File: src/rtl/mmt_pkg.sv
`timescale 1ns / 1ps
// Shared types and constants for the macro modulation table.
// No dependencies; imported by the table core.
package mmt_pkg;

  // Command codes carried on the input channel.
  typedef enum logic [1:0] {
    CMD_LOOKUP = 2'd0,
    CMD_ADD    = 2'd1,
    CMD_REMOVE = 2'd2,
    CMD_CLEAR  = 2'd3
  } cmd_t;

  // Status codes returned with each result.
  localparam logic [1:0] STAT_OK        = 2'd0;
  localparam logic [1:0] STAT_FULL      = 2'd1;
  localparam logic [1:0] STAT_BAD_INDEX = 2'd2;

  // Macro level of 1.0 in Q1.16.
  localparam logic [16:0] MACRO_ONE = 17'd65536;

  // Saturation limits of a Q8.16 value.
  localparam logic signed [23:0] VAL_MAX = 24'sh7FFFFF;
  localparam logic signed [23:0] VAL_MIN = 24'sh800000;

  // Sequencer states, one-hot.
  typedef enum logic [12:0] {
    ST_IDLE   = 13'b0000000000001,
    ST_SCAN   = 13'b0000000000010,
    ST_CHK    = 13'b0000000000100,
    ST_MULA   = 13'b0000000001000,
    ST_MULB   = 13'b0000000010000,
    ST_MULC   = 13'b0000000100000,
    ST_ACC    = 13'b0000001000000,
    ST_RND    = 13'b0000010000000,
    ST_FIN    = 13'b0000100000000,
    ST_SHRD   = 13'b0001000000000,
    ST_SHWR   = 13'b0010000000000,
    ST_APPEND = 13'b0100000000000,
    ST_DONE   = 13'b1000000000000
  } state_t;

endpackage

File: src/rtl/macro_modulation_table_core.sv
`timescale 1ns / 1ps
// Macro modulation table: ordered assignment table, sequencer and shared multiplier.
// Depends on mmt_pkg for command, status and state codes.
//
// Usage:
//   Commands arrive on the in_ channel (valid/ready); one result per command leaves
//   on the out_ channel (valid/ready). The macro level is written through the cfg_
//   channel, which is always ready; values above 1.0 are clamped to 1.0.
//   The table lives in a single-port-write, registered-read memory. A lookup walks
//   the table from the first entry, reading and then comparing each entry visited,
//   then runs the shared multiplier: three products, accumulate, round, sum and
//   completion for range mode, and one product, round, sum and completion for
//   offset mode. A miss ends once the last stored entry is compared. An add
//   searches the same way; on a match it shifts the later entries down over the
//   matching one, and then it appends if there is room. A remove shifts from the
//   given index; a clear zeroes the entry count. The memory port sets the pace:
//   one entry is read or moved at a time.
//   in_ready is high only while the sequencer is idle; one command is in work at
//   a time. A finished result waits in the output register, and the next command
//   can already be taken; if the receiver stalls, that command completes and then
//   holds until the output register frees up.
//   Reset empties the table (count zero), zeroes the macro level and drops out_valid;
//   no clearing pass is needed.
module macro_modulation_table_core #(
  parameter int TABLE_DEPTH = 16,
  parameter int ID_BITS     = 10
) (
  input  logic                      clk,
  input  logic                      rst_n,
  // Configuration channel
  input  logic                      cfg_valid,
  output logic                      cfg_ready,
  input  logic [16:0]               cfg_macro_level,
  // Command channel
  input  logic                      in_valid,
  output logic                      in_ready,
  input  logic [1:0]                in_command,
  input  logic [ID_BITS-1:0]        in_param_id,
  input  logic signed [23:0]        in_base_value,
  input  logic signed [15:0]        in_amount,
  input  logic                      in_use_range,
  input  logic signed [23:0]        in_range_min,
  input  logic signed [23:0]        in_range_max,
  input  logic [4:0]                in_remove_index,
  // Result channel
  output logic                      out_valid,
  input  logic                      out_ready,
  output logic signed [23:0]        out_modulated_value,
  output logic                      out_found,
  output logic [4:0]                out_entry_count,
  output logic [1:0]                out_status
);
  import mmt_pkg::*;

  localparam int CNT_W = $clog2(TABLE_DEPTH + 1);
  localparam int IDX_W = (TABLE_DEPTH > 1) ? $clog2(TABLE_DEPTH) : 1;
  localparam int CMP_W = (CNT_W > 5) ? CNT_W : 5;

  typedef struct packed {
    logic [ID_BITS-1:0] id;
    logic signed [15:0] amt;
    logic               rng;
    logic signed [23:0] lo;
    logic signed [23:0] hi;
  } entry_t;

  // Table memory and its registered read port.
  entry_t             mem [TABLE_DEPTH];
  entry_t             rd_data_r;
  logic               mem_we;
  logic               mem_re;
  logic [IDX_W-1:0]   mem_waddr;
  logic [IDX_W-1:0]   mem_raddr;
  entry_t             mem_wdata;

  always_ff @(posedge clk) begin
    if (mem_we) begin
      mem[mem_waddr] <= mem_wdata;
    end
    if (mem_re) begin
      rd_data_r <= mem[mem_raddr];
    end
  end

  // Control state.
  state_t             state_r, state_nxt;
  logic [CNT_W-1:0]   used_r, used_nxt;
  logic [CNT_W-1:0]   idx_r, idx_nxt;
  logic [16:0]        macro_r, macro_nxt;
  logic               out_valid_r, out_valid_nxt;

  // Latched command.
  cmd_t               cmd_r, cmd_nxt;
  entry_t             new_r, new_nxt;
  logic signed [23:0] base_r, base_nxt;

  // Lookup arithmetic.
  logic signed [23:0] from_r, from_nxt;
  logic signed [24:0] span_r, span_nxt;
  logic [16:0]        absamt_r, absamt_nxt;
  logic signed [15:0] amt_r, amt_nxt;
  logic               rng_r, rng_nxt;
  logic signed [43:0] prod_r, prod_nxt;
  logic signed [40:0] p1_r, p1_nxt;
  logic signed [57:0] acc_r, acc_nxt;
  logic signed [27:0] rnd_r, rnd_nxt;

  // Result being built and the output register.
  logic signed [23:0] val_r, val_nxt;
  logic               found_r, found_nxt;
  logic [1:0]         status_r, status_nxt;
  logic signed [23:0] oval_r, oval_nxt;
  logic               ofound_r, ofound_nxt;
  logic [4:0]         ocount_r, ocount_nxt;
  logic [1:0]         ostatus_r, ostatus_nxt;

  // Shared multiplier operands.
  logic signed [25:0] mul_a;
  logic signed [17:0] mul_b;
  logic signed [43:0] mul_p;

  // Helper terms.
  logic [CNT_W-1:0]   idx_p1;
  logic [CMP_W-1:0]   ridx_ext;
  logic [CMP_W-1:0]   used_ext;
  logic               id_match;
  logic               ent_neg;
  logic signed [24:0] ent_lo_w;
  logic signed [24:0] ent_hi_w;
  logic signed [57:0] prod_ext;
  logic signed [43:0] off_rnd;
  logic signed [28:0] fin_sum;
  logic               out_free;

  assign cfg_ready = 1'b1;
  assign in_ready  = (state_r == ST_IDLE);

  assign idx_p1   = idx_r + CNT_W'(1);
  assign ridx_ext = CMP_W'(in_remove_index);
  assign used_ext = CMP_W'(used_r);
  assign id_match = (rd_data_r.id == new_r.id);
  assign ent_neg  = rd_data_r.amt[15];
  assign ent_lo_w = {rd_data_r.lo[23], rd_data_r.lo};
  assign ent_hi_w = {rd_data_r.hi[23], rd_data_r.hi};
  assign prod_ext = {{14{prod_r[43]}}, prod_r};
  assign off_rnd  = prod_r + 44'sd8192;
  assign fin_sum  = {{5{from_r[23]}}, from_r} + {rnd_r[27], rnd_r};
  assign out_free = !out_valid_r || out_ready;

  // Shared multiplier: operands chosen by the sequencer step.
  always_comb begin
    mul_a = span_r[24] ? {1'b1, span_r} : {1'b0, span_r};
    mul_b = {1'b0, absamt_r};
    case (state_r)
      ST_MULA: begin
        if (rng_r) begin
          mul_a = {span_r[24], span_r};
          mul_b = {1'b0, absamt_r};
        end else begin
          mul_a = {{10{amt_r[15]}}, amt_r};
          mul_b = {1'b0, macro_r};
        end
      end
      ST_MULB: begin
        mul_a = {6'd0, prod_r[19:0]};
        mul_b = {1'b0, macro_r};
      end
      ST_MULC: begin
        mul_a = {{5{p1_r[40]}}, p1_r[40:20]};
        mul_b = {1'b0, macro_r};
      end
      default: begin
        mul_a = {span_r[24], span_r};
        mul_b = {1'b0, absamt_r};
      end
    endcase
  end

  assign mul_p = mul_a * mul_b;

  // Sequencer.
  always_comb begin
    state_nxt     = state_r;
    used_nxt      = used_r;
    idx_nxt       = idx_r;
    macro_nxt     = macro_r;
    out_valid_nxt = out_valid_r && !out_ready;
    cmd_nxt       = cmd_r;
    new_nxt       = new_r;
    base_nxt      = base_r;
    from_nxt      = from_r;
    span_nxt      = span_r;
    absamt_nxt    = absamt_r;
    amt_nxt       = amt_r;
    rng_nxt       = rng_r;
    prod_nxt      = prod_r;
    p1_nxt        = p1_r;
    acc_nxt       = acc_r;
    rnd_nxt       = rnd_r;
    val_nxt       = val_r;
    found_nxt     = found_r;
    status_nxt    = status_r;
    oval_nxt      = oval_r;
    ofound_nxt    = ofound_r;
    ocount_nxt    = ocount_r;
    ostatus_nxt   = ostatus_r;
    mem_we        = 1'b0;
    mem_re        = 1'b0;
    mem_waddr     = idx_r[IDX_W-1:0];
    mem_raddr     = idx_r[IDX_W-1:0];
    mem_wdata     = rd_data_r;

    // Macro level register, clamped to 1.0.
    if (cfg_valid) begin
      macro_nxt = (cfg_macro_level > MACRO_ONE) ? MACRO_ONE : cfg_macro_level;
    end

    case (state_r)
      // Take a command and decide the first step.
      ST_IDLE: begin
        if (in_valid) begin
          cmd_nxt     = cmd_t'(in_command);
          new_nxt.id  = in_param_id;
          new_nxt.amt = in_amount;
          new_nxt.rng = in_use_range;
          new_nxt.lo  = in_range_min;
          new_nxt.hi  = in_range_max;
          base_nxt    = in_base_value;
          val_nxt     = '0;
          found_nxt   = 1'b0;
          status_nxt  = STAT_OK;
          idx_nxt     = '0;
          case (cmd_t'(in_command))
            CMD_LOOKUP: begin
              if (used_r == '0) begin
                val_nxt   = in_base_value;
                state_nxt = ST_DONE;
              end else begin
                state_nxt = ST_SCAN;
              end
            end
            CMD_ADD: begin
              state_nxt = (used_r == '0) ? ST_APPEND : ST_SCAN;
            end
            CMD_REMOVE: begin
              if (ridx_ext < used_ext) begin
                idx_nxt   = CNT_W'(ridx_ext);
                state_nxt = ST_SHRD;
              end else begin
                status_nxt = STAT_BAD_INDEX;
                state_nxt  = ST_DONE;
              end
            end
            default: begin
              used_nxt  = '0;
              state_nxt = ST_DONE;
            end
          endcase
        end
      end

      // Read the entry under the scan pointer.
      ST_SCAN: begin
        mem_re    = 1'b1;
        state_nxt = ST_CHK;
      end

      // Compare the id; on a lookup hit, set up the arithmetic operands.
      ST_CHK: begin
        if (id_match) begin
          if (cmd_r == CMD_LOOKUP) begin
            found_nxt = 1'b1;
            amt_nxt   = rd_data_r.amt;
            rng_nxt   = rd_data_r.rng;
            if (rd_data_r.rng) begin
              from_nxt   = ent_neg ? rd_data_r.hi : rd_data_r.lo;
              span_nxt   = ent_neg ? (ent_lo_w - ent_hi_w) : (ent_hi_w - ent_lo_w);
              absamt_nxt = ent_neg ? 17'(-{rd_data_r.amt[15], rd_data_r.amt})
                                   : {1'b0, rd_data_r.amt};
            end else begin
              from_nxt = base_r;
            end
            state_nxt = ST_MULA;
          end else begin
            state_nxt = ST_SHRD;
          end
        end else if (idx_p1 == used_r) begin
          if (cmd_r == CMD_LOOKUP) begin
            val_nxt   = base_r;
            state_nxt = ST_DONE;
          end else begin
            state_nxt = ST_APPEND;
          end
        end else begin
          idx_nxt   = idx_p1;
          state_nxt = ST_SCAN;
        end
      end

      // First product: span times depth, or macro times depth for offset mode.
      ST_MULA: begin
        prod_nxt  = mul_p;
        state_nxt = rng_r ? ST_MULB : ST_RND;
      end

      // Low half of the first product times the macro level.
      ST_MULB: begin
        p1_nxt    = prod_r[40:0];
        prod_nxt  = mul_p;
        state_nxt = ST_MULC;
      end

      // High half of the first product times the macro level.
      ST_MULC: begin
        acc_nxt   = prod_ext;
        prod_nxt  = mul_p;
        state_nxt = ST_ACC;
      end

      // Combine the two partial products and add the rounding half.
      ST_ACC: begin
        acc_nxt   = acc_r + (prod_ext <<< 20) + 58'sd536870912;
        state_nxt = ST_RND;
      end

      // Reduce to Q8.16.
      ST_RND: begin
        rnd_nxt   = rng_r ? acc_r[57:30] : off_rnd[41:14];
        state_nxt = ST_FIN;
      end

      // Add the start value and saturate.
      ST_FIN: begin
        if (fin_sum[28:23] != {6{fin_sum[28]}}) begin
          val_nxt = fin_sum[28] ? VAL_MIN : VAL_MAX;
        end else begin
          val_nxt = fin_sum[23:0];
        end
        state_nxt = ST_DONE;
      end

      // Delete at the pointer: read the next entry, or finish the shift.
      ST_SHRD: begin
        if (idx_p1 < used_r) begin
          mem_re    = 1'b1;
          mem_raddr = idx_p1[IDX_W-1:0];
          state_nxt = ST_SHWR;
        end else begin
          used_nxt  = used_r - CNT_W'(1);
          state_nxt = (cmd_r == CMD_ADD) ? ST_APPEND : ST_DONE;
        end
      end

      // Move the entry one place down.
      ST_SHWR: begin
        mem_we    = 1'b1;
        mem_waddr = idx_r[IDX_W-1:0];
        mem_wdata = rd_data_r;
        idx_nxt   = idx_p1;
        state_nxt = ST_SHRD;
      end

      // Append the new entry unless the table is full.
      ST_APPEND: begin
        if (used_r >= CNT_W'(TABLE_DEPTH)) begin
          status_nxt = STAT_FULL;
        end else begin
          mem_we    = 1'b1;
          mem_waddr = used_r[IDX_W-1:0];
          mem_wdata = new_r;
          used_nxt  = used_r + CNT_W'(1);
        end
        state_nxt = ST_DONE;
      end

      // Hand the result to the output register when it is free.
      ST_DONE: begin
        if (out_free) begin
          out_valid_nxt = 1'b1;
          oval_nxt      = val_r;
          ofound_nxt    = found_r;
          ocount_nxt    = used_ext[4:0];
          ostatus_nxt   = status_r;
          state_nxt     = ST_IDLE;
        end
      end

      default: begin
        state_nxt = ST_IDLE;
      end
    endcase
  end

  // Control registers.
  always_ff @(posedge clk) begin
    if (!rst_n) begin
      state_r     <= ST_IDLE;
      used_r      <= '0;
      idx_r       <= '0;
      macro_r     <= '0;
      out_valid_r <= 1'b0;
    end else begin
      state_r     <= state_nxt;
      used_r      <= used_nxt;
      idx_r       <= idx_nxt;
      macro_r     <= macro_nxt;
      out_valid_r <= out_valid_nxt;
    end
  end

  // Payload registers.
  always_ff @(posedge clk) begin
    cmd_r     <= cmd_nxt;
    new_r     <= new_nxt;
    base_r    <= base_nxt;
    from_r    <= from_nxt;
    span_r    <= span_nxt;
    absamt_r  <= absamt_nxt;
    amt_r     <= amt_nxt;
    rng_r     <= rng_nxt;
    prod_r    <= prod_nxt;
    p1_r      <= p1_nxt;
    acc_r     <= acc_nxt;
    rnd_r     <= rnd_nxt;
    val_r     <= val_nxt;
    found_r   <= found_nxt;
    status_r  <= status_nxt;
    oval_r    <= oval_nxt;
    ofound_r  <= ofound_nxt;
    ocount_r  <= ocount_nxt;
    ostatus_r <= ostatus_nxt;
  end

  assign out_valid           = out_valid_r;
  assign out_modulated_value = oval_r;
  assign out_found           = ofound_r;
  assign out_entry_count     = ocount_r;
  assign out_status          = ostatus_r;

`ifndef NO_ASSERTIONS
  // The entry count never exceeds the table depth.
  a_used_bound: assert property (@(posedge clk) disable iff (!rst_n)
    used_r <= CNT_W'(TABLE_DEPTH))
    else $error("entry count above table depth");

  // A matched lookup always reports a good status.
  a_found_ok: assert property (@(posedge clk) disable iff (!rst_n)
    (out_valid && out_found) |-> (out_status == STAT_OK))
    else $error("found result with bad status");

  // A clear leaves the table empty when its result is formed.
  a_clear_empty: assert property (@(posedge clk) disable iff (!rst_n)
    (state_r == ST_DONE && cmd_r == CMD_CLEAR) |-> (used_r == '0))
    else $error("clear left entries in the table");

  // A new result only appears out of the completion step.
  a_out_from_done: assert property (@(posedge clk) disable iff (!rst_n)
    $rose(out_valid_r) |-> $past(state_r == ST_DONE))
    else $error("result raised outside completion");
`endif

endmodule
File: config.mk
export PLATFORM = sky130hd
export DESIGN_NAME = macro_modulation_table_core
export DESIGN_NICKNAME = d
export VERILOG_FILES = /design/src/rtl/mmt_pkg.sv /design/src/rtl/macro_modulation_table_core.sv
export SDC_FILE = /design/constraint.sdc
export NUM_CORES = 2
export LEC_CHECK = 0
export ABC_AREA = 1
export BUFFER_PORTS_ARGS = -buffer_cell sky130_fd_sc_hd__buf_2
export CAP_MARGIN = 25
export CORE_MARGIN = 2
export CORE_UTILIZATION = 60
export DETAILED_ROUTE_END_ITERATION = 12
export PLACE_DENSITY = 0.85
export SETUP_SLACK_MARGIN = 0.4
export SYNTH_ARGS = -nofsm -noshare
export SYNTH_HDL_FRONTEND = slang
export SYNTH_SLANG_ARGS = --single-unit
File: constraint.sdc
create_clock -name clk -period 12.3 [get_ports clk]
set_input_delay 3.69 -clock clk [delete_from_list [all_inputs] [get_ports clk]]
set_output_delay 3.69 -clock clk [all_outputs]
set_load 0.02 [all_outputs]
==> impl_metrics.json <==
{
  "clock-sinks": 1690,
  "worstReg2RegEnd": "prod_r[40]$_DFFE_PN_",
  "clkTransAtPathRegs_ns": 0.06,
  "max_slew_margin": 0.104,
  "worstMarginPinSlew_ns": 1.34,
  "dpl.hpwl_microns": 183000,
  "worstSetupEndpointType": "register",
  "timing.final.crit_period_ns": 9.32,
  "globalplace.congestion": 1.02,
  "hold_path_end": "out_modulated_value[7]$_DFFE_PP_",
  "final.setup.tns_ns": 0,
  "total_global_route_track_usage": 0.359,
  "tritoncts": "done",
  "syn_area_sq_um": 93100,
  "final_max_slew_viol_count": 0,
  "first_global_vias": 70288,
  "worst_clock_skew_ns": 0.0745,
  "clockRootBuffer": "sky130_fd_sc_hd__clkbuf_16",
  "core_area_sq_um": 154000,
  "launching_element_type_of_the_critical_path": "register",
  "setup.reg_to_reg.worst_slack_ns": 2.98,
  "grt_overflow": 0,
  "dominantRegCellSynth": "sky130_fd_sc_hd__edfxtp_1",
  "drc": 0,
  "clock_network_latency_to_the_later_pin_of_the_worst_skew_pair_ns": 0.86,
  "synth_fp_nets": 10154,
  "synth-edff-count": 1649,
  "cts_made_buffers": 169,
  "wl_per_cell_microns": 24.7,
  "layout_commonest_cell": "sky130_fd_sc_hd__nand2_1",
  "cp.required_ns": 12.84,
  "dr_total_vias": 71768,
  "post_route_cells_drive_above_1_share": 0.0709,
  "drt-total-wl_microns": 287000,
  "power_per_cell_area_nw_per_um2": 161,
  "layout.cells.most_common_list": "sky130_fd_sc_hd__nand2_1 (2603), sky130_fd_sc_hd__edfxtp_1 (1649), sky130_fd_sc_hd__nand3_1 (1195)",
  "fin_ws_ns": 2.98,
  "starting_density_of_the_core": 0.605,
  "synthCells": 9332,
  "cts_hold_buffers": 0,
  "holdCritPathClass": "register to register",
  "worst_ir_drop_vdd_uv": 249,
  "timing.setup.critical_path_class": "register to register",
  "timing.final.setup_violations": 0,
  "cp-startpoint": "state_r[11]$_SDFFE_PN0P_",
  "area_growth_syn_to_layout_pct": 9.40,
  "cp_slowest_stage_delay_ns": 0.59,
  "max_cap_viol": 0,
  "async_reset_ff_frac": 0,
  "die-area_sq_um": 158000,
  "cellLeakagePower_uw": 0.0427,
  "synth.avg_cell_area_sq_um": 9.98,
  "rsz0062_at_grt": "no",
  "ctsResizeCount": 0,
  "timing.final.hold_violations": 0,
  "outcome": "complete, no violations",
  "worst_hold_startpoint": "val_r[7]$_DFFE_PP_",
  "die-height_microns": 398,
  "initial_antenna_violation_count": 8,
  "portBuffers": 161,
  "postSynthRegisterBits": 1690,
  "nFillCells": 11273,
  "worst-r2r-cell-count": 30,
  "post_cts.repair.setup_buffers": 0,
  "h-tree-depth": 4,
  "grt_pass1_wl_microns": 424000,
  "floorplan.die.width_microns": 398,
  "placed_cell_area_sq_um": 95900,
  "post_synth_num_cell_types": 63,
  "worst_flop_to_flop_path_startpoint": "state_r[11]$_SDFFE_PN0P_",
  "final_min_period_over_clock_period": 0.757,
  "rows": 144,
  "worst_hold_path.num_cells": 0,
  "detailedRoute.firstPassIterationCount": 7,
  "timing.critical_path.buf_inv": 8,
  "cts-root-to-sink-buffers": 3,
  "multiInputGateArea_sq_um": 37200,
  "max_fo_critical_path": 41,
  "critical-path-slowest-cell": "sky130_fd_sc_hd__nor2_2",
  "dpl_worst_slack_ns": 3.12,
  "post_route_antenna_net_violation_count": 0,
  "maximum_clock_frequency_ghz": 0.107,
  "worstPathArrival_ns": 9.86,
  "maximum_number_of_pins_on_one_net_before_global_route_repair": 244,
  "design.portCount": 163,
  "first_iter_violations": 11005,
  "count_of_nets_after_finishing": 10221,
  "ys_warn_count": 0,
  "sequential_cell_area_sq_um": 50300,
  "avg_vias_per_cell": 6.20,
  "yosysSeqAreaShare": 0.541,
  "crit_family": "adder cells",
  "postLayoutCellArea_sq_um": 102000
}
==> metrics by stage <==
step,power [uW],utilization,cells,hold slack [ns]
2_1_floorplan,9800,-,9332,0.400
3_3_place_gp,10900,0.622,11216,0.404
3_5_place_dp,11100,0.623,11233,0.405
4_1_cts,16200,0.659,11539,0.415
5_1_grt,17000,0.661,11578,0.423
6_report,16400,0.661,11583,0.417
==> report_power, final <==
group	internal (uW)	leakage, uW	switching, uW	total [uW]
clock	2870	0.00266	2280	5140
sequential	6630	0.0152	123	6760
combinational	1180	0.0248	3330	4510
==> routing by layer <==
| metal | GRT usage | routed length, microns | vias up |
|---|---|---|---|
| met1 | 0.458 | 98000 | 34092 |
| met4 | 0.228 | 20400 | 8 |
| met2 | 0.563 | 132000 | 5329 |
| li1 | - | - | 31180 |
| met5 | 0 | 51 | - |
| met3 | 0.0756 | 35900 | 1159 |
==> cells by family after synthesis <==
logic type               Yosys count  synth area share
XOR/XNOR                         156            0.0147
flip-flops                      1690             0.541
AND/OR/NAND/NOR                 4606             0.208
other                              2         0.0000806
multiplexers                      12           0.00141
adder cells (fa/ha/maj)          694             0.128
AO/OA/AOI/OAI                    712            0.0463
buffers and inverters           1460            0.0619
==> flip-flops by register name, summed over array words and instances, names as in the netlist, 21 cells and up <==
signal               count
val_r                   24
acc_r                   38
p1_r                    21
rnd_r                   28
mem                   1200
span_r                  25
from_r                  24
ent_lo_w                24
out_modulated_value     24
new_r                   75
prod_r                  44
rd_data_r               26
base_r                  24
ent_hi_w                24
==> synth_stat cells (19+ instances only) <==
cell type | n | area share
sky130_fd_sc_hd__a211oi_1 | 19 | 0.0015
sky130_fd_sc_hd__a21o_1 | 27 | 0.0022
sky130_fd_sc_hd__a21oi_1 | 268 | 0.014
sky130_fd_sc_hd__a22oi_1 | 25 | 0.0020
sky130_fd_sc_hd__a31oi_1 | 37 | 0.0025
sky130_fd_sc_hd__buf_1 | 37 | 0.0015
sky130_fd_sc_hd__buf_2 | 207 | 0.011
sky130_fd_sc_hd__clkbuf_1 | 190 | 0.0077
sky130_fd_sc_hd__dfxtp_1 | 41 | 0.0088
sky130_fd_sc_hd__edfxtp_1 | 1649 | 0.53
sky130_fd_sc_hd__fa_1 | 425 | 0.091
sky130_fd_sc_hd__ha_1 | 269 | 0.036
sky130_fd_sc_hd__inv_1 | 999 | 0.040
sky130_fd_sc_hd__nand2_1 | 2608 | 0.11
sky130_fd_sc_hd__nand3_1 | 1195 | 0.064
sky130_fd_sc_hd__nand3b_1 | 76 | 0.0061
sky130_fd_sc_hd__nand4_1 | 30 | 0.0020
sky130_fd_sc_hd__nor2_1 | 617 | 0.025
sky130_fd_sc_hd__nor3_1 | 35 | 0.0019
sky130_fd_sc_hd__o21ai_0 | 220 | 0.012
sky130_fd_sc_hd__xnor2_1 | 55 | 0.0052
sky130_fd_sc_hd__xor2_1 | 101 | 0.0095
==> worst register-to-register path: cells and delay by family, from the launching register on <==
family | cells | cell delay [ns]
AO/OA/AOI/OAI | 1 | 0.41
adder cells (fa/ha/maj) | 7 | 3.56
flip-flops | 1 | 0.33
buffers and inverters | 8 | 1.55
XOR/XNOR | 1 | 0.07
AND/OR/NAND/NOR | 13 | 3.17
==> cell type report <==
type	count	area share
multi-input cells	6182	0.366
flip-flops and latches	1690	0.494
diodes	5	0.000123
well taps	2044	0.0251
clock inverters	93	0.0107
clock buffers	213	0.0436
repair buffers	334	0.0230
inverters	1022	0.0379
==> how the worst max path moves through the flow <==
| stage | end | slack [ns] | depth (start not counted) |
|---|---|---|---|
| after floorplan | val_r[0]$_DFFE_PP_ | 2.41 | 4 |
| after global placement | prod_r[41]$_DFFE_PN_ | 3.33 | 31 |
| after detailed placement | prod_r[41]$_DFFE_PN_ | 3.12 | 31 |
| after CTS | prod_r[41]$_DFFE_PN_ | 3.06 | 31 |
| after global routing | prod_r[42]$_DFFE_PN_ | 2.47 | 30 |
| final | prod_r[40]$_DFFE_PN_ | 2.98 | 30 |
Note: power is estimated with default switching activity, not from simulation.
